## config.mk

```make
export PLATFORM = sky130hd
export DESIGN_NAME = rgb_to_hsl_240_flat
export DESIGN_NICKNAME = d
export VERILOG_FILES = /design/src/rtl/rth_pkg.sv /design/src/rtl/rth_if.sv /design/src/rtl/rth_front.sv /design/src/rtl/rth_queue.sv /design/src/rtl/rth_back.sv /design/src/rtl/rgb_to_hsl_240.sv /design/src/flat_wrapper.sv
export VERILOG_INCLUDE_DIRS = /design/src /design/src/rtl
export SDC_FILE = /design/constraint.sdc
export NUM_CORES = 2
export LEC_CHECK = 0
export ABC_AREA = 1
export ABC_CLOCK_PERIOD_IN_PS = 53800
export BUFFER_PORTS_ARGS = -buffer_cell sky130_fd_sc_hd__buf_2
export CORE_MARGIN = 5
export CORE_UTILIZATION = 30
export CTS_CLUSTER_DIAMETER = 100
export DETAILED_ROUTE_END_ITERATION = 7
export HOLD_SLACK_MARGIN = 0.15
export SLEW_MARGIN = 5
export SYNTH_ARGS = -nofsm -noshare
export SYNTH_HDL_FRONTEND = slang
export SYNTH_SLANG_ARGS = --single-unit
```

## constraint.sdc

```tcl
create_clock -name clk -period 53.8 [get_ports clk]
set_clock_uncertainty 0.05 [all_clocks]
set_input_delay 8.07 -clock clk [delete_from_list [all_inputs] [get_ports clk]]
set_output_delay 8.07 -clock clk [all_outputs]
set_load 0.01 [all_outputs]
```

## src/rtl/assert_macros.svh

```systemverilog
// Assertion macros
`ifndef ASSERT_MACROS_SVH
`define ASSERT_MACROS_SVH
`ifndef ASSERT_OFF
`define ASSERT_IMPLIES(label, clk, rst, a, c) \
  label: assert property (@(posedge clk) disable iff (rst) (a) |-> (c)) \
    else $error("assertion failed");
`define ASSERT_NEXT(label, clk, rst, a, c) \
  label: assert property (@(posedge clk) disable iff (rst) (a) |=> (c)) \
    else $error("assertion failed");
`else
`define ASSERT_IMPLIES(label, clk, rst, a, c)
`define ASSERT_NEXT(label, clk, rst, a, c)
`endif
`endif

```

## src/rtl/rth_pkg.sv

```systemverilog
package rth_pkg;
  localparam int unsigned Scale = 240;
  localparam int unsigned DivSteps = 17;

  typedef enum logic [1:0] {
    MAX_RED   = 2'd0,
    MAX_GREEN = 2'd1,
    MAX_BLUE  = 2'd2
  } max_sel_t;

  typedef struct packed {
    max_sel_t    sel;
    logic [7:0]  c;
    logic [10:0] base;
    logic [8:0]  sum;
    logic [7:0]  light;
  } cls_t;

  typedef struct packed {
    logic [7:0] hue;
    logic [7:0] saturation;
    logic [7:0] lightness;
    logic [8:0] lightness_sum;
  } hsl_t;
endpackage

```

## src/rtl/rth_if.sv

```systemverilog
interface rth_pix_if;
  logic       valid;
  logic       ready;
  logic [7:0] red;
  logic [7:0] green;
  logic [7:0] blue;
  modport source (output valid, red, green, blue, input ready);
  modport sink (input valid, red, green, blue, output ready);
endinterface

interface rth_hsl_if;
  logic       valid;
  logic       ready;
  logic [7:0] hue;
  logic [7:0] saturation;
  logic [7:0] lightness;
  logic [8:0] lightness_sum;
  modport source (output valid, hue, saturation, lightness, lightness_sum, input ready);
  modport sink (input valid, hue, saturation, lightness, lightness_sum, output ready);
endinterface

```

## src/rtl/rth_front.sv

```systemverilog
module rth_front (
  input  logic           clk,
  input  logic           rst,
  rth_pix_if.sink        pix,
  output logic           cls_valid,
  input  logic           cls_ready,
  output rth_pkg::cls_t  cls
);
  logic [7:0] mx, mn, c;
  logic [8:0] sum;
  logic [12:0] s8;
  logic [23:0] lprod;
  rth_pkg::cls_t cls_next;

  always_comb begin
    mx = pix.red;
    if (pix.green > mx) mx = pix.green;
    if (pix.blue > mx) mx = pix.blue;
    mn = pix.red;
    if (pix.green < mn) mn = pix.green;
    if (pix.blue < mn) mn = pix.blue;
    c = mx - mn;
    sum = {1'b0, mx} + {1'b0, mn};
    s8 = {sum, 3'b000};
    // x/17 = ((x+1)*3855)>>16 for x < 65536
    lprod = 24'({11'd0, s8} * 24'd3855 + 24'd3855) >> 16;
    cls_next.c = c;
    cls_next.sum = sum;
    cls_next.light = lprod[7:0];
    if (pix.red >= pix.green && pix.red >= pix.blue) begin
      cls_next.sel = rth_pkg::MAX_RED;
      cls_next.base = 11'({3'b0, c} * 11'd6 + {3'b0, pix.green} - {3'b0, pix.blue});
    end else if (pix.green >= pix.blue) begin
      cls_next.sel = rth_pkg::MAX_GREEN;
      cls_next.base = 11'({3'b0, c} * 11'd2 + {3'b0, pix.blue} - {3'b0, pix.red});
    end else begin
      cls_next.sel = rth_pkg::MAX_BLUE;
      cls_next.base = 11'({3'b0, c} * 11'd4 + {3'b0, pix.red} - {3'b0, pix.green});
    end
  end

  assign pix.ready = !cls_valid || cls_ready;

  always_ff @(posedge clk) begin
    if (rst) cls_valid <= 1'b0;
    else if (pix.ready) cls_valid <= pix.valid;
    if (pix.ready && pix.valid) cls <= cls_next;
  end
endmodule

```

## src/rtl/rth_queue.sv

```systemverilog
module rth_queue #(
  parameter int unsigned DEPTH = 2
) (
  input  logic           clk,
  input  logic           rst,
  input  logic           in_valid,
  output logic           in_ready,
  input  rth_pkg::cls_t  in_data,
  output logic           out_valid,
  input  logic           out_ready,
  output rth_pkg::cls_t  out_data
);
  localparam int unsigned AW = (DEPTH > 1) ? $clog2(DEPTH) : 1;
  rth_pkg::cls_t slot [DEPTH];
  logic [AW-1:0] wp, rp;
  logic [AW:0] cnt;
  logic wr, rd;

  assign in_ready = cnt != (AW+1)'(DEPTH);
  assign out_valid = cnt != '0;
  assign out_data = slot[rp];
  assign wr = in_valid && in_ready;
  assign rd = out_valid && out_ready;

  always_ff @(posedge clk) begin
    if (rst) begin
      wp <= '0; rp <= '0; cnt <= '0;
    end else begin
      if (wr) wp <= (wp == AW'(DEPTH-1)) ? '0 : wp + 1'b1;
      if (rd) rp <= (rp == AW'(DEPTH-1)) ? '0 : rp + 1'b1;
      cnt <= cnt + (AW+1)'(wr) - (AW+1)'(rd);
    end
    if (wr) slot[wp] <= in_data;
  end

  `include "assert_macros.svh"
  `ASSERT_IMPLIES(a_no_over, clk, rst, cnt == (AW+1)'(DEPTH), !in_ready)
  `ASSERT_NEXT(a_cnt_up, clk, rst, wr && !rd, cnt == $past(cnt) + 1'b1)
  `ASSERT_NEXT(a_cnt_dn, clk, rst, rd && !wr, cnt == $past(cnt) - 1'b1)
endmodule

```

## src/rtl/rth_back.sv

```systemverilog
module rth_back (
  input  logic           clk,
  input  logic           rst,
  input  logic           cls_valid,
  output logic           cls_ready,
  input  rth_pkg::cls_t  cls,
  rth_hsl_if.source      hsl
);
  localparam int unsigned N = rth_pkg::DivSteps;
  // two restoring dividers, one quotient bit per stage
  logic        v [N+1];
  logic [17:0] hn [N+1];
  logic [16:0] hq [N+1];
  logic [8:0]  hd [N+1];
  logic [16:0] sn [N+1];
  logic [16:0] sq [N+1];
  logic [8:0]  sd [N+1];
  logic        zc [N+1], zd [N+1];
  logic [7:0]  lt [N+1];
  logic [8:0]  sm [N+1];
  logic adv;
  logic [8:0] dev, div;
  logic [8:0] l2;
  logic [7:0] hue_w, sat_w;

  assign adv = !hsl.valid || hsl.ready;
  assign cls_ready = adv;

  always_comb begin
    l2 = {cls.light, 1'b0};
    dev = (l2 >= 9'd240) ? l2 - 9'd240 : 9'd240 - l2;
    div = (dev >= 9'd240) ? 9'd0 : 9'd240 - dev;
    v[0] = cls_valid;
    hn[0] = 18'({7'd0, cls.base} * 18'd80) + {10'd0, cls.c};
    hq[0] = '0;
    hd[0] = {cls.c, 1'b0};
    sn[0] = 17'({9'd0, cls.c} * 17'd240);
    sq[0] = '0;
    sd[0] = div;
    zc[0] = cls.c == 8'd0;
    zd[0] = div == 9'd0;
    lt[0] = cls.light;
    sm[0] = cls.sum;
  end

  for (genvar i = 0; i < N; i++) begin : g_div
    localparam int unsigned Sh = N - 1 - i;
    logic [25:0] htr, str;
    assign htr = {8'd0, hn[i]} - ({17'd0, hd[i]} << Sh);
    assign str = {9'd0, sn[i]} - ({17'd0, sd[i]} << Sh);
    always_ff @(posedge clk) begin
      if (rst) v[i+1] <= 1'b0;
      else if (adv) v[i+1] <= v[i];
      if (adv) begin
        hn[i+1] <= htr[25] ? hn[i] : htr[17:0];
        hq[i+1] <= {hq[i][15:0], !htr[25]};
        sn[i+1] <= str[25] ? sn[i] : str[16:0];
        sq[i+1] <= {sq[i][15:0], !str[25]};
        hd[i+1] <= hd[i]; sd[i+1] <= sd[i];
        zc[i+1] <= zc[i]; zd[i+1] <= zd[i];
        lt[i+1] <= lt[i]; sm[i+1] <= sm[i];
      end
    end
  end

  always_comb begin
    if (zc[N]) hue_w = 8'd0;
    else if (hq[N] >= 17'd480) hue_w = 8'(hq[N] - 17'd480);
    else if (hq[N] >= 17'd240) hue_w = 8'(hq[N] - 17'd240);
    else hue_w = 8'(hq[N]);
    if (zc[N]) sat_w = 8'd0;
    else if (zd[N] || sq[N] > 17'd240) sat_w = 8'd240;
    else sat_w = 8'(sq[N]);
  end

  always_ff @(posedge clk) begin
    if (rst) hsl.valid <= 1'b0;
    else if (adv) hsl.valid <= v[N];
    if (adv) begin
      hsl.hue <= hue_w;
      hsl.saturation <= sat_w;
      hsl.lightness <= lt[N];
      hsl.lightness_sum <= sm[N];
    end
  end

  `include "assert_macros.svh"
  `ASSERT_IMPLIES(a_hue_rng, clk, rst, hsl.valid, hsl.hue < 8'd240)
  `ASSERT_IMPLIES(a_sat_rng, clk, rst, hsl.valid, hsl.saturation <= 8'd240)
  `ASSERT_NEXT(a_hold, clk, rst, hsl.valid && !hsl.ready, hsl.valid && $stable(hsl.hue))
endmodule

```

## src/rtl/rgb_to_hsl_240.sv

```systemverilog
// Path: front register, queue, divider stages and output register, in that order.
// Throughput: one pixel per cycle while hsl.ready holds; the back end is a 17-stage pipelined pair
// of restoring dividers (hue and saturation), one quotient bit per stage.
// Reset: synchronous active-high rst clears all valid flags and the queue;
// payload registers are not reset.
module rgb_to_hsl_240 #(
  parameter int unsigned QUEUE_DEPTH = 2
) (
  input logic        clk,
  input logic        rst,
  rth_pix_if.sink    pix,
  rth_hsl_if.source  hsl
);
  logic f_valid, f_ready, q_valid, q_ready;
  rth_pkg::cls_t f_data, q_data;

  rth_front u_front (.clk, .rst, .pix, .cls_valid(f_valid), .cls_ready(f_ready),
    .cls(f_data));
  rth_queue #(.DEPTH(QUEUE_DEPTH)) u_queue (.clk, .rst, .in_valid(f_valid),
    .in_ready(f_ready), .in_data(f_data), .out_valid(q_valid), .out_ready(q_ready),
    .out_data(q_data));
  rth_back u_back (.clk, .rst, .cls_valid(q_valid), .cls_ready(q_ready), .cls(q_data),
    .hsl);
endmodule
```

## src/flat_wrapper.sv

```systemverilog
// flat-port wrapper written by rule: the top's interface ports become plain ports
module rgb_to_hsl_240_flat 
#(
  parameter int unsigned QUEUE_DEPTH = 2
)
  (clk, rst, pix_valid, pix_red, pix_green, pix_blue, pix_ready, hsl_valid, hsl_hue, hsl_saturation, hsl_lightness, hsl_lightness_sum, hsl_ready);
  rth_pix_if pix_i ();
  rth_hsl_if hsl_i ();
  input logic clk;
  input logic rst;
  input wire logic [$bits(pix_i.valid)-1:0] pix_valid;
  input wire logic [$bits(pix_i.red)-1:0] pix_red;
  input wire logic [$bits(pix_i.green)-1:0] pix_green;
  input wire logic [$bits(pix_i.blue)-1:0] pix_blue;
  output wire logic [$bits(pix_i.ready)-1:0] pix_ready;
  output wire logic [$bits(hsl_i.valid)-1:0] hsl_valid;
  output wire logic [$bits(hsl_i.hue)-1:0] hsl_hue;
  output wire logic [$bits(hsl_i.saturation)-1:0] hsl_saturation;
  output wire logic [$bits(hsl_i.lightness)-1:0] hsl_lightness;
  output wire logic [$bits(hsl_i.lightness_sum)-1:0] hsl_lightness_sum;
  input wire logic [$bits(hsl_i.ready)-1:0] hsl_ready;
  assign pix_i.valid = pix_valid;
  assign pix_i.red = pix_red;
  assign pix_i.green = pix_green;
  assign pix_i.blue = pix_blue;
  assign pix_ready = pix_i.ready;
  assign hsl_valid = hsl_i.valid;
  assign hsl_hue = hsl_i.hue;
  assign hsl_saturation = hsl_i.saturation;
  assign hsl_lightness = hsl_i.lightness;
  assign hsl_lightness_sum = hsl_i.lightness_sum;
  assign hsl_i.ready = hsl_ready;
  rgb_to_hsl_240 #(.QUEUE_DEPTH(QUEUE_DEPTH)) u_core (.clk(clk), .rst(rst), .pix(pix_i), .hsl(hsl_i));
endmodule
```

==> flow_metrics.tcl <==
set metrics [dict create \
    status "finished, final reports clean" \
    dr_total_vias 35260 \
    synth-main-ff-cell "edfxtp_1" \
    hp-class "reg2reg" \
    rsz0062_at_grt "false" \
    num_antenna_cells 0 \
    netlist_area_um2 64670 \
    maxCapViolations 0 \
    fmax_mhz 61.58 \
    ys.warnings.count 0 \
    ys_seq_elements 1438 \
    cts.path.max_buffers 3 \
    post_drt_wl_per_cell_um 12.56 \
    cp_num_buf_inv 5 \
    grt_pass1_vias 36020 \
    ios 63 \
    post_cts_buffers 0 \
    end_kind "flip-flop" \
    cts_sinks 1438 \
    rows 170 \
    grt_remaining_overflow 0 \
    synth-edff-count 1414 \
    clock-root-buffer "clkbuf_16" \
    worst_ep_arrival_time_ps 16690 \
    die_area_um2 225000 \
    final_nets 5773 \
    pre_cts_ws_ps 36680 \
    synthDistinctLibCells 69 \
    ys_top_cells_by_area "edfxtp_1, ha_1, nand2_1" \
    rrSetupSlack_ps 48680 \
    crit_path_start_kind "input pin" \
    holdBufCountCts 0 \
    postRouteAntennaNets 0 \
    start_util_pct 30.13 \
    critPathMaxFanout 17 \
    track_usage_pct 9.192 \
    die_x_um 474.3 \
    fillers 20650 \
    antenna_found_initial 0 \
    drive_gt1_share_pct 7.649 \
    max_stage_delay_ps 540 \
    place.gp.congestion 0.8530 \
    multiInputGateArea_um2 18840 \
    critPathSlowestCell "fa_1" \
    critical-path-top-delay-family "adder cells" \
    io_buffers 62 \
    wirelength_mm 103.3 \
    htreeDepth 4 \
    r2r_end "u_core.u_back.sd[11]$_DFFE_PN_" \
    setup_ws_ps 37560 \
    crit_type "in2reg" \
    r2r_start "u_core.u_back.hsl.valid$_SDFFE_PP0N_" \
    syn_to_final_growth_pct 13.61 \
    cp_data_required_time_ps 54250 \
    cts_tree "done" \
    fin_tns_setup_ps 0 \
    numCtsBuffers 151 \
    drt_iter0_drc 1972 \
    drc_errors 0 \
    clock_latency_ps 750 \
    first_pass_iters 5 \
    yosysSeqAreaShare_pct 66.40 \
    core_um2 214600 \
    yosysTopAreaCell "edfxtp_1" \
    fin_crit_ps 16240 \
    clk_pin_slew_ps 60 \
    synth_top_area_share_pct 65.66 \
    crit_end "u_core.u_front.cls[5]$_DFFE_PP_" \
    drv_slew 0 \
    synthArstFlopShare_pct 0 \
    die-height_um 474.3 \
    maxSlewHeadroom_pct 32.24 \
    post-synth-top-count-cell "edfxtp_1" \
    whs_ps 343.9 \
    synthCells 5068 \
    rr_worst_depth 8 \
    synth_commonest_cells "edfxtp_1, nand2_1, inv_1" \
    post_cts_resized 0 \
    grt_max_degree 192 \
    routed_via_density 4.288 \
    dp_hpwl_mm 72.04 \
    tightestPinTransition_ps 1016 \
    regArea_um2 42940 \
    crit_cells 44 \
    finalHoldViolations 0 \
    crit_start "pix_green[7]" \
    finalSetupViolCount 0 \
    cpMostUsedCell "nor2_1" \
    grt_pass1_wl_mm 172.8 \
    syn_avg_cell_area_um2 12.76 \
    min_period_over_period_pct 30.18 \
]
## metal layers
layer | vias to the layer above | GRT usage [%] | part of all wire [%]
met5 | - | 0 | 0
met4 | 0 | 3.261 | 3.0
met3 | 213 | 1.875 | 3.5
met2 | 464 | 16.64 | 51
met1 | 16610 | 10.76 | 42
li1 | 17980 | - | -
## area by class of cell
class	count	area share, %
multi-input combinational	2870	25.64
sequential	1438	58.45
clock inverter	95	1.413
clock buffer	183	5.307
inverter	717	3.673
timing repair buffer	83	0.6880
tap	2838	4.833
## kinds of logic after synthesis
family                     count (synthesis)  synth area share, %
and+or+nand+nor                         1484                10.03
DFF                                     1438                66.40
buffers and inverters                    761                4.496
AOI/OAI and AO/OA                        691                5.800
adders and majority gates                484                10.42
xor gates and xnor gates                 206                2.801
muxes                                      3              0.05030
other                                      1             0.005799
## stage by stage
step           cell area [µm²]  std cells  util, %
2_1_floorplan            64670       5069        -
3_3_place_gp             68530       7946    31.93
3_5_place_dp             68530       7946    31.93
4_1_cts                  73460       8224    34.23
5_1_grt                  73470       8224    34.23
6_report                 73470       8224    34.23
## flip-flops by register name, indices dropped and copies added, names as in the netlist, named ones only
name	cells
u_core.u_queue.wp	1
u_core.u_queue.rp	1
u_core.u_back.sn	197
u_core.u_back.zc	17
u_core.u_back.zd	16
u_core.u_back.sd	128
u_core.u_back.sm	138
u_core.u_back.v	17
u_core.u_back.hq	153
u_core.u_back.hsl.lightness_sum	9
u_core.u_back.lt	136
u_core.u_front.cls	35
u_core.u_back.sq	137
u_core.u_back.hd	67
u_core.u_back.hsl.lightness	8
u_core.u_back.hsl.valid	1
u_core.u_queue.cnt	2
u_core.u_back.hn	287
u_core.u_front.cls_valid	1
u_core.u_queue.slot	70
u_core.u_back.hsl.saturation	8
u_core.u_back.hsl.hue	8
## placed cells by master, fill, tap and decap left out, drive strengths merged, types with 3 or more instances in the layout
cell type and count:
fa 91, nor3b 4, o21ai 272, a21oi 308, nor3 32, o2111ai 8
edfxtp 1414, nand4 35, nand2 863, o31ai 6, and2 5, clkbuf 183
o21bai 22, inv 725, nor2 294, a211oi 10, clkinv 68, or2 36
nor4 26, xor2 143, xnor2 63, nand3 169, dfxtp 24, bufinv 14
o21a 6, clkinvlp 5, a31oi 18, a21boi 3, a21o 16, o211ai 6
o22ai 4, buf 83, o221ai 3, ha 393, nand3b 15
## worst min path at each step
stage / startpoint / endpoint / cells past startpoint
after floorplan: u_core.u_back.hn[130]$_DFFE_PN_ / u_core.u_back.hn[112]$_DFFE_PN_ / 0
after CTS: u_core.u_back.sn[107]$_DFFE_PN_ / u_core.u_back.sn[90]$_DFFE_PN_ / 0
after global routing: u_core.u_back.sq[52]$_DFFE_PN_ / u_core.u_back.sq[36]$_DFFE_PN_ / 0
after detailed placement: u_core.u_back.hn[150]$_DFFE_PN_ / u_core.u_back.hn[132]$_DFFE_PN_ / 0
after global placement: u_core.u_back.zd[5]$_DFFE_PN_ / u_core.u_back.zd[4]$_DFFE_PN_ / 0
final: u_core.u_back.sn[107]$_DFFE_PN_ / u_core.u_back.sn[90]$_DFFE_PN_ / 0
Power is not shown: default switching activity piles up to over one toggle a cycle in this logic, so the estimate is an artifact.
